===== src/shk_pkg.sv =====
`timescale 1ns / 1ps
// Shared types, constants and codes of the shake gesture detector.
package shk_pkg;

    localparam int SAMPLE_BITS   = 16;
    localparam int TIME_BITS_DEF = 32;
    localparam int NOW_W         = 32;
    localparam int MAG_W         = 17;
    localparam int COUNT_W       = 4;
    localparam int THR_W         = 16;
    localparam int CFG_IDX_W     = 3;
    localparam int CFG_DATA_W    = 16;

    localparam int ABS_W         = SAMPLE_BITS;
    localparam int PROD_W        = 2 * SAMPLE_BITS;
    localparam int SQ_W          = 2 * SAMPLE_BITS + 2;
    localparam int ROOT_W        = SQ_W / 2;
    localparam int REM_W         = ROOT_W + 3;
    localparam int MUL_STEPS     = 3;
    localparam int SQRT_STEPS    = ROOT_W;
    localparam int STEP_W        = $clog2(SQRT_STEPS);

    localparam logic [MAG_W-1:0]   MAG_MAX       = '1;
    localparam logic [MAG_W-1:0]   LAST_MAG_RST  = MAG_W'(2048);
    localparam logic [COUNT_W-1:0] COUNT_MAX     = '1;

    localparam logic              ENABLE_RST    = 1'b1;
    localparam logic [THR_W-1:0]  PEAK_RST      = THR_W'(4096);
    localparam logic [THR_W-1:0]  CHANGE_RST    = THR_W'(614);
    localparam logic [THR_W-1:0]  STILL_RST     = THR_W'(102);
    localparam logic [COUNT_W-1:0] REQUIRED_RST = COUNT_W'(3);
    localparam logic [THR_W-1:0]  TIMEOUT_RST   = THR_W'(500);
    localparam logic [THR_W-1:0]  COOLDOWN_RST  = THR_W'(200);

    typedef enum logic [CFG_IDX_W-1:0] {
        CFG_ENABLE   = 3'd0,
        CFG_PEAK     = 3'd1,
        CFG_CHANGE   = 3'd2,
        CFG_STILL    = 3'd3,
        CFG_REQUIRED = 3'd4,
        CFG_TIMEOUT  = 3'd5,
        CFG_COOLDOWN = 3'd6
    } t_cfg_idx;

    typedef enum logic {
        OP_SAMPLE = 1'b0,
        OP_READ   = 1'b1
    } t_op;

    typedef enum logic [2:0] {
        S_IDLE,
        S_MUL,
        S_ACC,
        S_ROOT,
        S_DECIDE
    } t_state;

    typedef enum logic [1:0] {
        AX_X,
        AX_Y,
        AX_Z
    } t_axis;

    typedef struct packed {
        logic                          op;
        logic signed [SAMPLE_BITS-1:0] accel_x;
        logic signed [SAMPLE_BITS-1:0] accel_y;
        logic signed [SAMPLE_BITS-1:0] accel_z;
        logic [NOW_W-1:0]              now_ms;
    } t_in_item;

    typedef struct packed {
        logic               shake_detected;
        logic               reload_pending;
        logic [COUNT_W-1:0] oscillation_count;
        logic [MAG_W-1:0]   magnitude;
    } t_out_item;

    typedef struct packed {
        logic  load;
        logic  mul;
        logic  acc;
        logic  root;
        logic  decide;
        t_axis axis;
    } t_cmd;

    typedef struct packed {
        logic fast;
        logic out_free;
    } t_status;

endpackage


===== src/shk_ctrl.sv =====
`timescale 1ns / 1ps
// Controller state machine sequencing squares, root iterations and the decision.
module shk_ctrl (
    input  logic           i_clk,
    input  logic           i_rst_n,
    input  logic           i_in_valid,
    input  shk_pkg::t_status i_status,
    output logic           o_in_stall,
    output shk_pkg::t_cmd  o_cmd
);

    shk_pkg::t_state                 r_state, n_state;
    logic [shk_pkg::STEP_W-1:0]      r_step, n_step;

    always_ff @(posedge i_clk) begin
        if (!i_rst_n) begin
            r_state <= shk_pkg::S_IDLE;
            r_step  <= '0;
        end else begin
            r_state <= n_state;
            r_step  <= n_step;
        end
    end

    always_comb begin
        n_state    = r_state;
        n_step     = r_step;
        o_in_stall = 1'b1;
        o_cmd      = '0;
        o_cmd.axis = shk_pkg::AX_X;
        unique case (r_state)
            shk_pkg::S_IDLE: begin
                o_in_stall = 1'b0;
                if (i_in_valid) begin
                    o_cmd.load = 1'b1;
                    n_step     = '0;
                    n_state    = i_status.fast ? shk_pkg::S_DECIDE : shk_pkg::S_MUL;
                end
            end
            shk_pkg::S_MUL: begin
                o_cmd.mul = 1'b1;
                unique case (r_step)
                    shk_pkg::STEP_W'(0): o_cmd.axis = shk_pkg::AX_X;
                    shk_pkg::STEP_W'(1): o_cmd.axis = shk_pkg::AX_Y;
                    default:             o_cmd.axis = shk_pkg::AX_Z;
                endcase
                if (r_step == shk_pkg::STEP_W'(shk_pkg::MUL_STEPS - 1)) begin
                    n_step  = '0;
                    n_state = shk_pkg::S_ACC;
                end else begin
                    n_step = r_step + 1'b1;
                end
            end
            shk_pkg::S_ACC: begin
                o_cmd.acc = 1'b1;
                n_step    = '0;
                n_state   = shk_pkg::S_ROOT;
            end
            shk_pkg::S_ROOT: begin
                o_cmd.root = 1'b1;
                if (r_step == shk_pkg::STEP_W'(shk_pkg::SQRT_STEPS - 1)) begin
                    n_step  = '0;
                    n_state = shk_pkg::S_DECIDE;
                end else begin
                    n_step = r_step + 1'b1;
                end
            end
            shk_pkg::S_DECIDE: begin
                if (i_status.out_free) begin
                    o_cmd.decide = 1'b1;
                    n_state      = shk_pkg::S_IDLE;
                end
            end
            default: begin
                n_state = shk_pkg::S_IDLE;
            end
        endcase
    end

endmodule


===== src/shk_dp.sv =====
`timescale 1ns / 1ps
// Datapath: configuration, squaring, iterative square root, gesture state, output register.
module shk_dp #(
    parameter int TIME_BITS = shk_pkg::TIME_BITS_DEF
) (
    input  logic                            i_clk,
    input  logic                            i_rst_n,
    input  shk_pkg::t_in_item               i_in_data,
    input  shk_pkg::t_cmd                   i_cmd,
    output shk_pkg::t_status                o_status,
    input  logic                            i_cfg_valid,
    input  logic [shk_pkg::CFG_IDX_W-1:0]   i_cfg_index,
    input  logic [shk_pkg::CFG_DATA_W-1:0]  i_cfg_data,
    input  logic                            i_out_stall,
    output logic                            o_out_valid,
    output shk_pkg::t_out_item              o_out_data
);

    // configuration
    logic                            r_enable;
    logic [shk_pkg::THR_W-1:0]       r_peak, r_change, r_still, r_timeout, r_cooldown;
    logic [shk_pkg::COUNT_W-1:0]     r_required;

    // item and arithmetic
    shk_pkg::t_in_item               r_item;
    logic [shk_pkg::ABS_W-1:0]       r_abs_x, r_abs_y, r_abs_z;
    logic [shk_pkg::PROD_W-1:0]      r_prod;
    logic [shk_pkg::SQ_W-1:0]        r_sum;
    logic [shk_pkg::SQ_W-1:0]        r_rad;
    logic [shk_pkg::REM_W-1:0]       r_rem;
    logic [shk_pkg::ROOT_W-1:0]      r_root;

    // gesture state
    logic [shk_pkg::MAG_W-1:0]       r_last_mag, n_last_mag;
    logic [shk_pkg::COUNT_W-1:0]     r_counter, n_counter;
    logic [TIME_BITS-1:0]            r_trig_time, n_trig_time;
    logic [TIME_BITS-1:0]            r_still_time, n_still_time;
    logic                            r_flag, n_flag;
    logic                            r_trig_valid, n_trig_valid;
    logic                            r_still_valid, n_still_valid;

    logic                            r_out_valid;
    shk_pkg::t_out_item              r_out, n_out;

    logic [shk_pkg::ABS_W-1:0]       mul_in;
    logic [shk_pkg::REM_W-1:0]       rem_shift, trial;
    logic [31:0]                     root_ext;
    logic [shk_pkg::MAG_W-1:0]       mag;
    logic [shk_pkg::MAG_W-1:0]       delta;
    logic [TIME_BITS-1:0]            now_t;
    logic [shk_pkg::COUNT_W-1:0]     cnt_inc;
    logic                            cooling, hit, out_free;

    function automatic logic [shk_pkg::ABS_W-1:0] abs_of(
        input logic [shk_pkg::SAMPLE_BITS-1:0] v
    );
        abs_of = v[shk_pkg::SAMPLE_BITS-1]
                 ? shk_pkg::ABS_W'(~v + shk_pkg::SAMPLE_BITS'(1)) : v;
    endfunction

    always_ff @(posedge i_clk) begin
        if (!i_rst_n) begin
            r_enable   <= shk_pkg::ENABLE_RST;
            r_peak     <= shk_pkg::PEAK_RST;
            r_change   <= shk_pkg::CHANGE_RST;
            r_still    <= shk_pkg::STILL_RST;
            r_required <= shk_pkg::REQUIRED_RST;
            r_timeout  <= shk_pkg::TIMEOUT_RST;
            r_cooldown <= shk_pkg::COOLDOWN_RST;
        end else if (i_cfg_valid) begin
            unique case (i_cfg_index)
                shk_pkg::CFG_ENABLE:   r_enable   <= i_cfg_data[0];
                shk_pkg::CFG_PEAK:     r_peak     <= i_cfg_data;
                shk_pkg::CFG_CHANGE:   r_change   <= i_cfg_data;
                shk_pkg::CFG_STILL:    r_still    <= i_cfg_data;
                shk_pkg::CFG_REQUIRED: r_required <= i_cfg_data[shk_pkg::COUNT_W-1:0];
                shk_pkg::CFG_TIMEOUT:  r_timeout  <= i_cfg_data;
                shk_pkg::CFG_COOLDOWN: r_cooldown <= i_cfg_data;
                default: ;
            endcase
        end
    end

    always_comb begin
        case (i_cmd.axis)
            shk_pkg::AX_X: mul_in = r_abs_x;
            shk_pkg::AX_Y: mul_in = r_abs_y;
            default:       mul_in = r_abs_z;
        endcase
    end

    assign rem_shift = {r_rem[shk_pkg::REM_W-3:0], r_rad[shk_pkg::SQ_W-1 -: 2]};
    assign trial     = shk_pkg::REM_W'({r_root, 2'b01});

    always_ff @(posedge i_clk) begin
        if (i_cmd.load) begin
            r_item  <= i_in_data;
            r_abs_x <= abs_of(i_in_data.accel_x);
            r_abs_y <= abs_of(i_in_data.accel_y);
            r_abs_z <= abs_of(i_in_data.accel_z);
            r_prod  <= '0;
            r_sum   <= '0;
        end
        if (i_cmd.mul) begin
            r_prod <= mul_in * mul_in;
            r_sum  <= r_sum + shk_pkg::SQ_W'(r_prod);
        end
        if (i_cmd.acc) begin
            r_rad  <= r_sum + shk_pkg::SQ_W'(r_prod);
            r_rem  <= '0;
            r_root <= '0;
        end
        if (i_cmd.root) begin
            r_rad <= {r_rad[shk_pkg::SQ_W-3:0], 2'b00};
            if (rem_shift >= trial) begin
                r_rem  <= rem_shift - trial;
                r_root <= {r_root[shk_pkg::ROOT_W-2:0], 1'b1};
            end else begin
                r_rem  <= rem_shift;
                r_root <= {r_root[shk_pkg::ROOT_W-2:0], 1'b0};
            end
        end
    end

    assign root_ext = 32'(r_root);
    assign mag      = (root_ext > 32'(shk_pkg::MAG_MAX))
                      ? shk_pkg::MAG_MAX : root_ext[shk_pkg::MAG_W-1:0];
    assign delta    = (mag >= r_last_mag) ? mag - r_last_mag : r_last_mag - mag;
    assign now_t    = TIME_BITS'(r_item.now_ms);
    assign cooling  = r_trig_valid
                      && ((now_t - r_trig_time) < TIME_BITS'(r_cooldown));
    assign hit      = (delta > shk_pkg::MAG_W'(r_change))
                      && (mag > shk_pkg::MAG_W'(r_peak));
    assign cnt_inc  = (r_counter < shk_pkg::COUNT_MAX) ? r_counter + 1'b1 : r_counter;

    always_comb begin
        n_last_mag    = r_last_mag;
        n_counter     = r_counter;
        n_trig_time   = r_trig_time;
        n_still_time  = r_still_time;
        n_flag        = r_flag;
        n_trig_valid  = r_trig_valid;
        n_still_valid = r_still_valid;
        n_out         = '0;
        if (r_item.op == shk_pkg::OP_READ) begin
            n_flag = 1'b0;
            n_out.reload_pending    = r_flag;
            n_out.oscillation_count = r_counter;
        end else if (!r_enable) begin
            n_counter = '0;
            n_out.reload_pending = r_flag;
        end else begin
            if (!cooling) begin
                if (hit) begin
                    n_counter = cnt_inc;
                    if (cnt_inc >= r_required) begin
                        n_flag               = 1'b1;
                        n_trig_time          = now_t;
                        n_trig_valid         = 1'b1;
                        n_counter            = '0;
                        n_out.shake_detected = 1'b1;
                    end
                end else if (delta < shk_pkg::MAG_W'(r_still)) begin
                    if (r_counter != '0) begin
                        if (!r_still_valid) begin
                            n_still_time  = now_t;
                            n_still_valid = 1'b1;
                        end else if ((now_t - r_still_time) > TIME_BITS'(r_timeout)) begin
                            n_counter     = '0;
                            n_still_valid = 1'b0;
                        end
                    end
                end
                n_last_mag = mag;
            end
            n_out.reload_pending    = n_flag;
            n_out.oscillation_count = n_counter;
            n_out.magnitude         = mag;
        end
    end

    always_ff @(posedge i_clk) begin
        if (!i_rst_n) begin
            r_last_mag    <= shk_pkg::LAST_MAG_RST;
            r_counter     <= '0;
            r_trig_time   <= '0;
            r_still_time  <= '0;
            r_flag        <= 1'b0;
            r_trig_valid  <= 1'b0;
            r_still_valid <= 1'b0;
        end else if (i_cmd.decide) begin
            r_last_mag    <= n_last_mag;
            r_counter     <= n_counter;
            r_trig_time   <= n_trig_time;
            r_still_time  <= n_still_time;
            r_flag        <= n_flag;
            r_trig_valid  <= n_trig_valid;
            r_still_valid <= n_still_valid;
        end
    end

    assign out_free = !r_out_valid || !i_out_stall;

    always_ff @(posedge i_clk) begin
        if (!i_rst_n) begin
            r_out_valid <= 1'b0;
        end else if (i_cmd.decide) begin
            r_out_valid <= 1'b1;
        end else if (!i_out_stall) begin
            r_out_valid <= 1'b0;
        end
    end

    always_ff @(posedge i_clk) begin
        if (i_cmd.decide) begin
            r_out <= n_out;
        end
    end

    assign o_status.fast     = (i_in_data.op == shk_pkg::OP_READ) || !r_enable;
    assign o_status.out_free = out_free;
    assign o_out_valid       = r_out_valid;
    assign o_out_data        = r_out;

`ifndef SYNTHESIS
    a_decide_free: assert property (@(posedge i_clk) disable iff (!i_rst_n)
        i_cmd.decide |-> out_free)
        else $error("result written over an untaken transaction");

    a_detect_clears: assert property (@(posedge i_clk) disable iff (!i_rst_n)
        i_cmd.decide && n_out.shake_detected |=> r_counter == '0 && r_flag)
        else $error("trigger did not clear count or latch flag");

    a_read_clears: assert property (@(posedge i_clk) disable iff (!i_rst_n)
        i_cmd.decide && r_item.op == shk_pkg::OP_READ |=> !r_flag)
        else $error("read did not clear reload flag");

    a_detect_flag: assert property (@(posedge i_clk) disable iff (!i_rst_n)
        r_out_valid && r_out.shake_detected |-> r_out.reload_pending)
        else $error("detection without reload flag");
`endif

endmodule


===== src/accel_shake_gesture_detector_top.sv =====
`timescale 1ns / 1ps
// Sample op: 3 multiply steps, 1 accumulate and 17 square-root iterations, then the decision,
// which waits until the output register is free.
// Read op or disabled sample: the decision follows the input transaction directly.
// Input stalls while an item is in flight; a held result does not block the next input.
// Synchronous active-low reset returns configuration registers, control state and gesture state to defaults.
module accel_shake_gesture_detector_top #(
    parameter int TIME_BITS = shk_pkg::TIME_BITS_DEF
) (
    input  logic                            i_clk,
    input  logic                            i_rst_n,
    input  logic                            i_in_valid,
    output logic                            o_in_stall,
    input  shk_pkg::t_in_item               i_in_data,
    output logic                            o_out_valid,
    input  logic                            i_out_stall,
    output shk_pkg::t_out_item              o_out_data,
    input  logic                            i_cfg_valid,
    output logic                            o_cfg_ready,
    input  logic [shk_pkg::CFG_IDX_W-1:0]   i_cfg_index,
    input  logic [shk_pkg::CFG_DATA_W-1:0]  i_cfg_data
);

    shk_pkg::t_cmd    cmd;
    shk_pkg::t_status status;

    assign o_cfg_ready = 1'b1;

    shk_ctrl u_ctrl (
        .i_clk      (i_clk),
        .i_rst_n    (i_rst_n),
        .i_in_valid (i_in_valid),
        .i_status   (status),
        .o_in_stall (o_in_stall),
        .o_cmd      (cmd)
    );

    shk_dp #(
        .TIME_BITS (TIME_BITS)
    ) u_dp (
        .i_clk       (i_clk),
        .i_rst_n     (i_rst_n),
        .i_in_data   (i_in_data),
        .i_cmd       (cmd),
        .o_status    (status),
        .i_cfg_valid (i_cfg_valid),
        .i_cfg_index (i_cfg_index),
        .i_cfg_data  (i_cfg_data),
        .i_out_stall (i_out_stall),
        .o_out_valid (o_out_valid),
        .o_out_data  (o_out_data)
    );

endmodule

===== config.mk =====
export PLATFORM = sky130hd
export DESIGN_NAME = accel_shake_gesture_detector_top
export DESIGN_NICKNAME = d
export VERILOG_FILES = /design/src/shk_pkg.sv /design/src/shk_ctrl.sv /design/src/shk_dp.sv /design/src/accel_shake_gesture_detector_top.sv
export SDC_FILE = /design/constraint.sdc
export NUM_CORES = 2
export LEC_CHECK = 0
export BUFFER_PORTS_ARGS = -buffer_cell sky130_fd_sc_hd__buf_2
export CAP_MARGIN = 0
export CORE_UTILIZATION = 55
export CTS_BUF_LIST = sky130_fd_sc_hd__clkbuf_8
export DETAILED_ROUTE_END_ITERATION = 7
export PLACE_DENSITY = 0.8
export SETUP_SLACK_MARGIN = 0.3
export SLEW_MARGIN = 25
export SYNTH_ARGS = -nofsm -noshare
export SYNTH_HDL_FRONTEND = slang
export SYNTH_HIERARCHICAL = 1
export SYNTH_SLANG_ARGS = --single-unit

===== constraint.sdc =====
create_clock -name i_clk -period 27.3 [get_ports i_clk]
set_clock_uncertainty 0.1 [all_clocks]
set_input_delay 2.73 -clock i_clk [delete_from_list [all_inputs] [get_ports i_clk]]
set_output_delay 2.73 -clock i_clk [all_outputs]
set_load 0.02 [all_outputs]

==> impl_results.md <==
- Critical path arrival: 10.63 ns
- Final setup violation count: 0
- Skew-Pair Late Insertion Delay: 0.66 ns
- Share of cells above drive strength 1: under 10%
- CP Max Fanout: 36
- Via count: approximately 26k
- Post-Synth XOR/XNOR Area: roughly 4.4%
- Worst-Margin Slew: between 1 and 1.5 ns
- Yosys warns: 6
- Initial drt markers: 1866
- Gr usage total: between 20% and 30%
- Largest net degree at the start of global routing: between 90 and 100
- TritonCTS Sinks: 420
- Initial Util: 55.6%
- Final period util: between 30% and 40%
- Hold depth: 2
- First-pass GRT wire length: approximately 130000 µm
- Fill cell count: ~5.1k
- Num rows: 90
- Cts hold-fix bufs: 0
- Antenna Nets Post-Route: 0
- R2R cell count: 29
- CTS tree: built
- CTS root buf: clkbuf_8
- Synth area leader: edfxtp_1
- Critical Path Source Type: flip-flop
- Worst Path Buf+Inv: 7
- Cts repair resizes: 0
- Vias in the first global route: approximately 25k
- Cell count after synthesis: 3674
- M1 GR Usage: a little over a third
- Final HPWL DP: around 60000 µm
- Cell variety after synth: between 90 and 100
- Post-route DRC: 0
- CP top delay family: adder cells
- Max-cap violation count: 0
- Layout area overhead: 7.97%
- Vias/cell: approximately 5.7
- Syn avg cell area: 9.11 µm²
- Routed WL: between 70000 and 80000 µm
- Post-synth top area share: a little over a fifth
- Register bit total from synthesis: 420
- Syn nets: ~4.3k
- Cell Area, Synth: around 33000 µm²
- Min Tclk post-route: slightly above 10 ns
- Synth Area in Simple Gates: between 10% and 20%
- IO buf count: around 130
- Main combinational cell family by area after synthesis: adder cells
- EDFF count, synth: roughly 240
- Largest cells by area after synthesis: edfxtp_1 21%, ha_1 12%, dfxtp_1 11%
- Post-place setup slack: 17.23 ns
- HP Class: flip-flop to flip-flop
- Slowest stage delay, CP: a little under 0.9 ns
- CTS H-tree depth: 3
- Worst setup EP type: flip-flop
- Setup CP Type: flip-flop to flip-flop
- Final Hold Viols: 0
- 1st-pass router iterations: 5
- RSZ-0062 raised after global routing: no
- IO Pins: around 130
- Initial antenna violation count: 4
- Register area share after synthesis: between 30% and 40%
- Synth Area in Adders: between 20 and 25%
- Worst-path clk slew: 0.06 ns
- Max clock buf depth: 3
- Crit path depth: 29
- TNS Setup: 0 ns
- Num CTS Buffers: 73
- Status: completed
- GP Congestion: ~0.95
- Die Height: between 200 and 250 µm
- Avg WL per Cell: 17.1 µm
- Die area: between 60000 and 70000 µm²
- # nets final: roughly 4.4k
- Core ar.: roughly 60000 µm²
- CP max stage cell: and3_1
- Gr ovfl total: 0
- Mux contribution to synthesized area: 3.97%
- Die Wd: around 250 µm
- Synth Flop Type: edfxtp_1
- Slew headroom: between 20% and 30%
- Busiest grt layer: met2
- Synth Area in Compound Gates: between 10 and 15%
- Fraction of registers with async set/reset: 0%
- GR Util met3: between 3 and 4%
- Max Freq: between 0.09 and 0.1 GHz
- Final setup margin: 17.08 ns
- GR Util met2: around two fifths
- Fin. max-slew vios: 0
- Postcts setup bufs: 0
- Worst Path Required: 27.71 ns
-- stage by stage --
step | utilization [%] | cells | instance area (µm²) | hold slack, ns
after floorplan | - | 3674 | 33500 | 0.335
after global placement | 57.6 | 4467 | 34700 | 0.343
after detailed placement | 57.6 | 4467 | 34700 | 0.350
after CTS | 60.0 | 4600 | 36100 | 0.360
after global routing | 60.0 | 4601 | 36100 | 0.378
final | 60.0 | 4602 | 36100 | 0.359
-- cells by family after synthesis --
logic type	count (synthesis)
xor gates and xnor gates	169
adders and majority gates	504
DFF	420
AOI/OAI and AO/OA	737
and+or+nand+nor	1095
other	1
muxes	132
buffers and inverters	616
-- per-layer routing --
metal / wire length, µm / share of wire (%)
met4: 2520 / 3.2
met2: 36200 / 46
met3: 4490 / 5.7
met1: 35500 / 45
met5: 27 / 0.034
-- Yosys cell counts, types with 25 or more instances --
cell,instances
nand2_1,501
inv_1,476
ha_1,334
nor2_1,277
edfxtp_1,236
dfxtp_1,184
a21oi_1,171
fa_1,170
mux2i_1,125
clkbuf_1,117
xnor2_1,109
o21ai_0,102
a21boi_0,76
a21o_1,73
xor2_1,60
nor3_1,55
and2_1,45
nand3_1,43
o211ai_1,42
o21a_1,38
or3_1,34
o31ai_1,31
a22o_1,28
nand4_1,27
a211oi_1,25
nand2b_1,25
-- registers in the layout, indices dropped and copies added (netlist names), 17 cells and up --
register,flops
u_dp/now_t,32
u_dp/o_out_data,23
u_dp/r_last_mag,17
u_dp/r_prod,31
u_dp/r_rad,34
u_dp/r_rem,18
u_dp/r_root,17
u_dp/r_still_time,32
u_dp/r_sum,34
u_dp/r_trig_time,32
-- layout make-up --
class	count	area, µm²	share of cell area [%]
multi-input cells	2638	20300	56.3
flip-flops and latches	420	10800	29.8
inverters	481	1810	5.00
clock buffers	84	1160	3.20
well taps	782	978	2.71
repair buffers	146	783	2.17
clock inverters	49	305	0.845
diodes	2	5.00	0.0138
-- tightest hold or removal path: stages, from the launching register on --
cell and delay, ns:
dfxtp_1 0.30, nand2_1 0.05, mux2i_1 0.05
-- cell usage in the layout, fill, tap and decap left out, types with 109 or more instances in the layout --
| cell type | netlist | layout |
|---|---|---|
| a21oi_1 | 171 | 170 |
| fa_1 | 170 | 170 |
| nor2_1 | 277 | 276 |
| inv_1 | 476 | 497 |
| xnor2_1 | 109 | 109 |
| nand2_1 | 501 | 500 |
| dfxtp_1 | 184 | 184 |
| mux2i_1 | 125 | 125 |
| buf_2 | 2 | 128 |
| edfxtp_1 | 236 | 236 |
| ha_1 | 334 | 334 |
-- final timing paths --
| path | endpoint | slack, ns | from |
|---|---|---|---|
| hold reg to reg | u_dp/r_trig_time[4] | 0.36 | u_dp/r_trig_time[4] |
| setup reg to reg | u_dp/r_prod[31] | 17.08 | u_ctrl/r_state[0] |
| hold / removal | u_dp/r_trig_time[4] | 0.36 | u_dp/r_trig_time[4] |
| setup / recovery | u_dp/r_prod[31] | 17.08 | u_ctrl/r_state[0] |
Power is not shown: default switching activity piles up to over one toggle a cycle in this logic, so the estimate is an artifact.
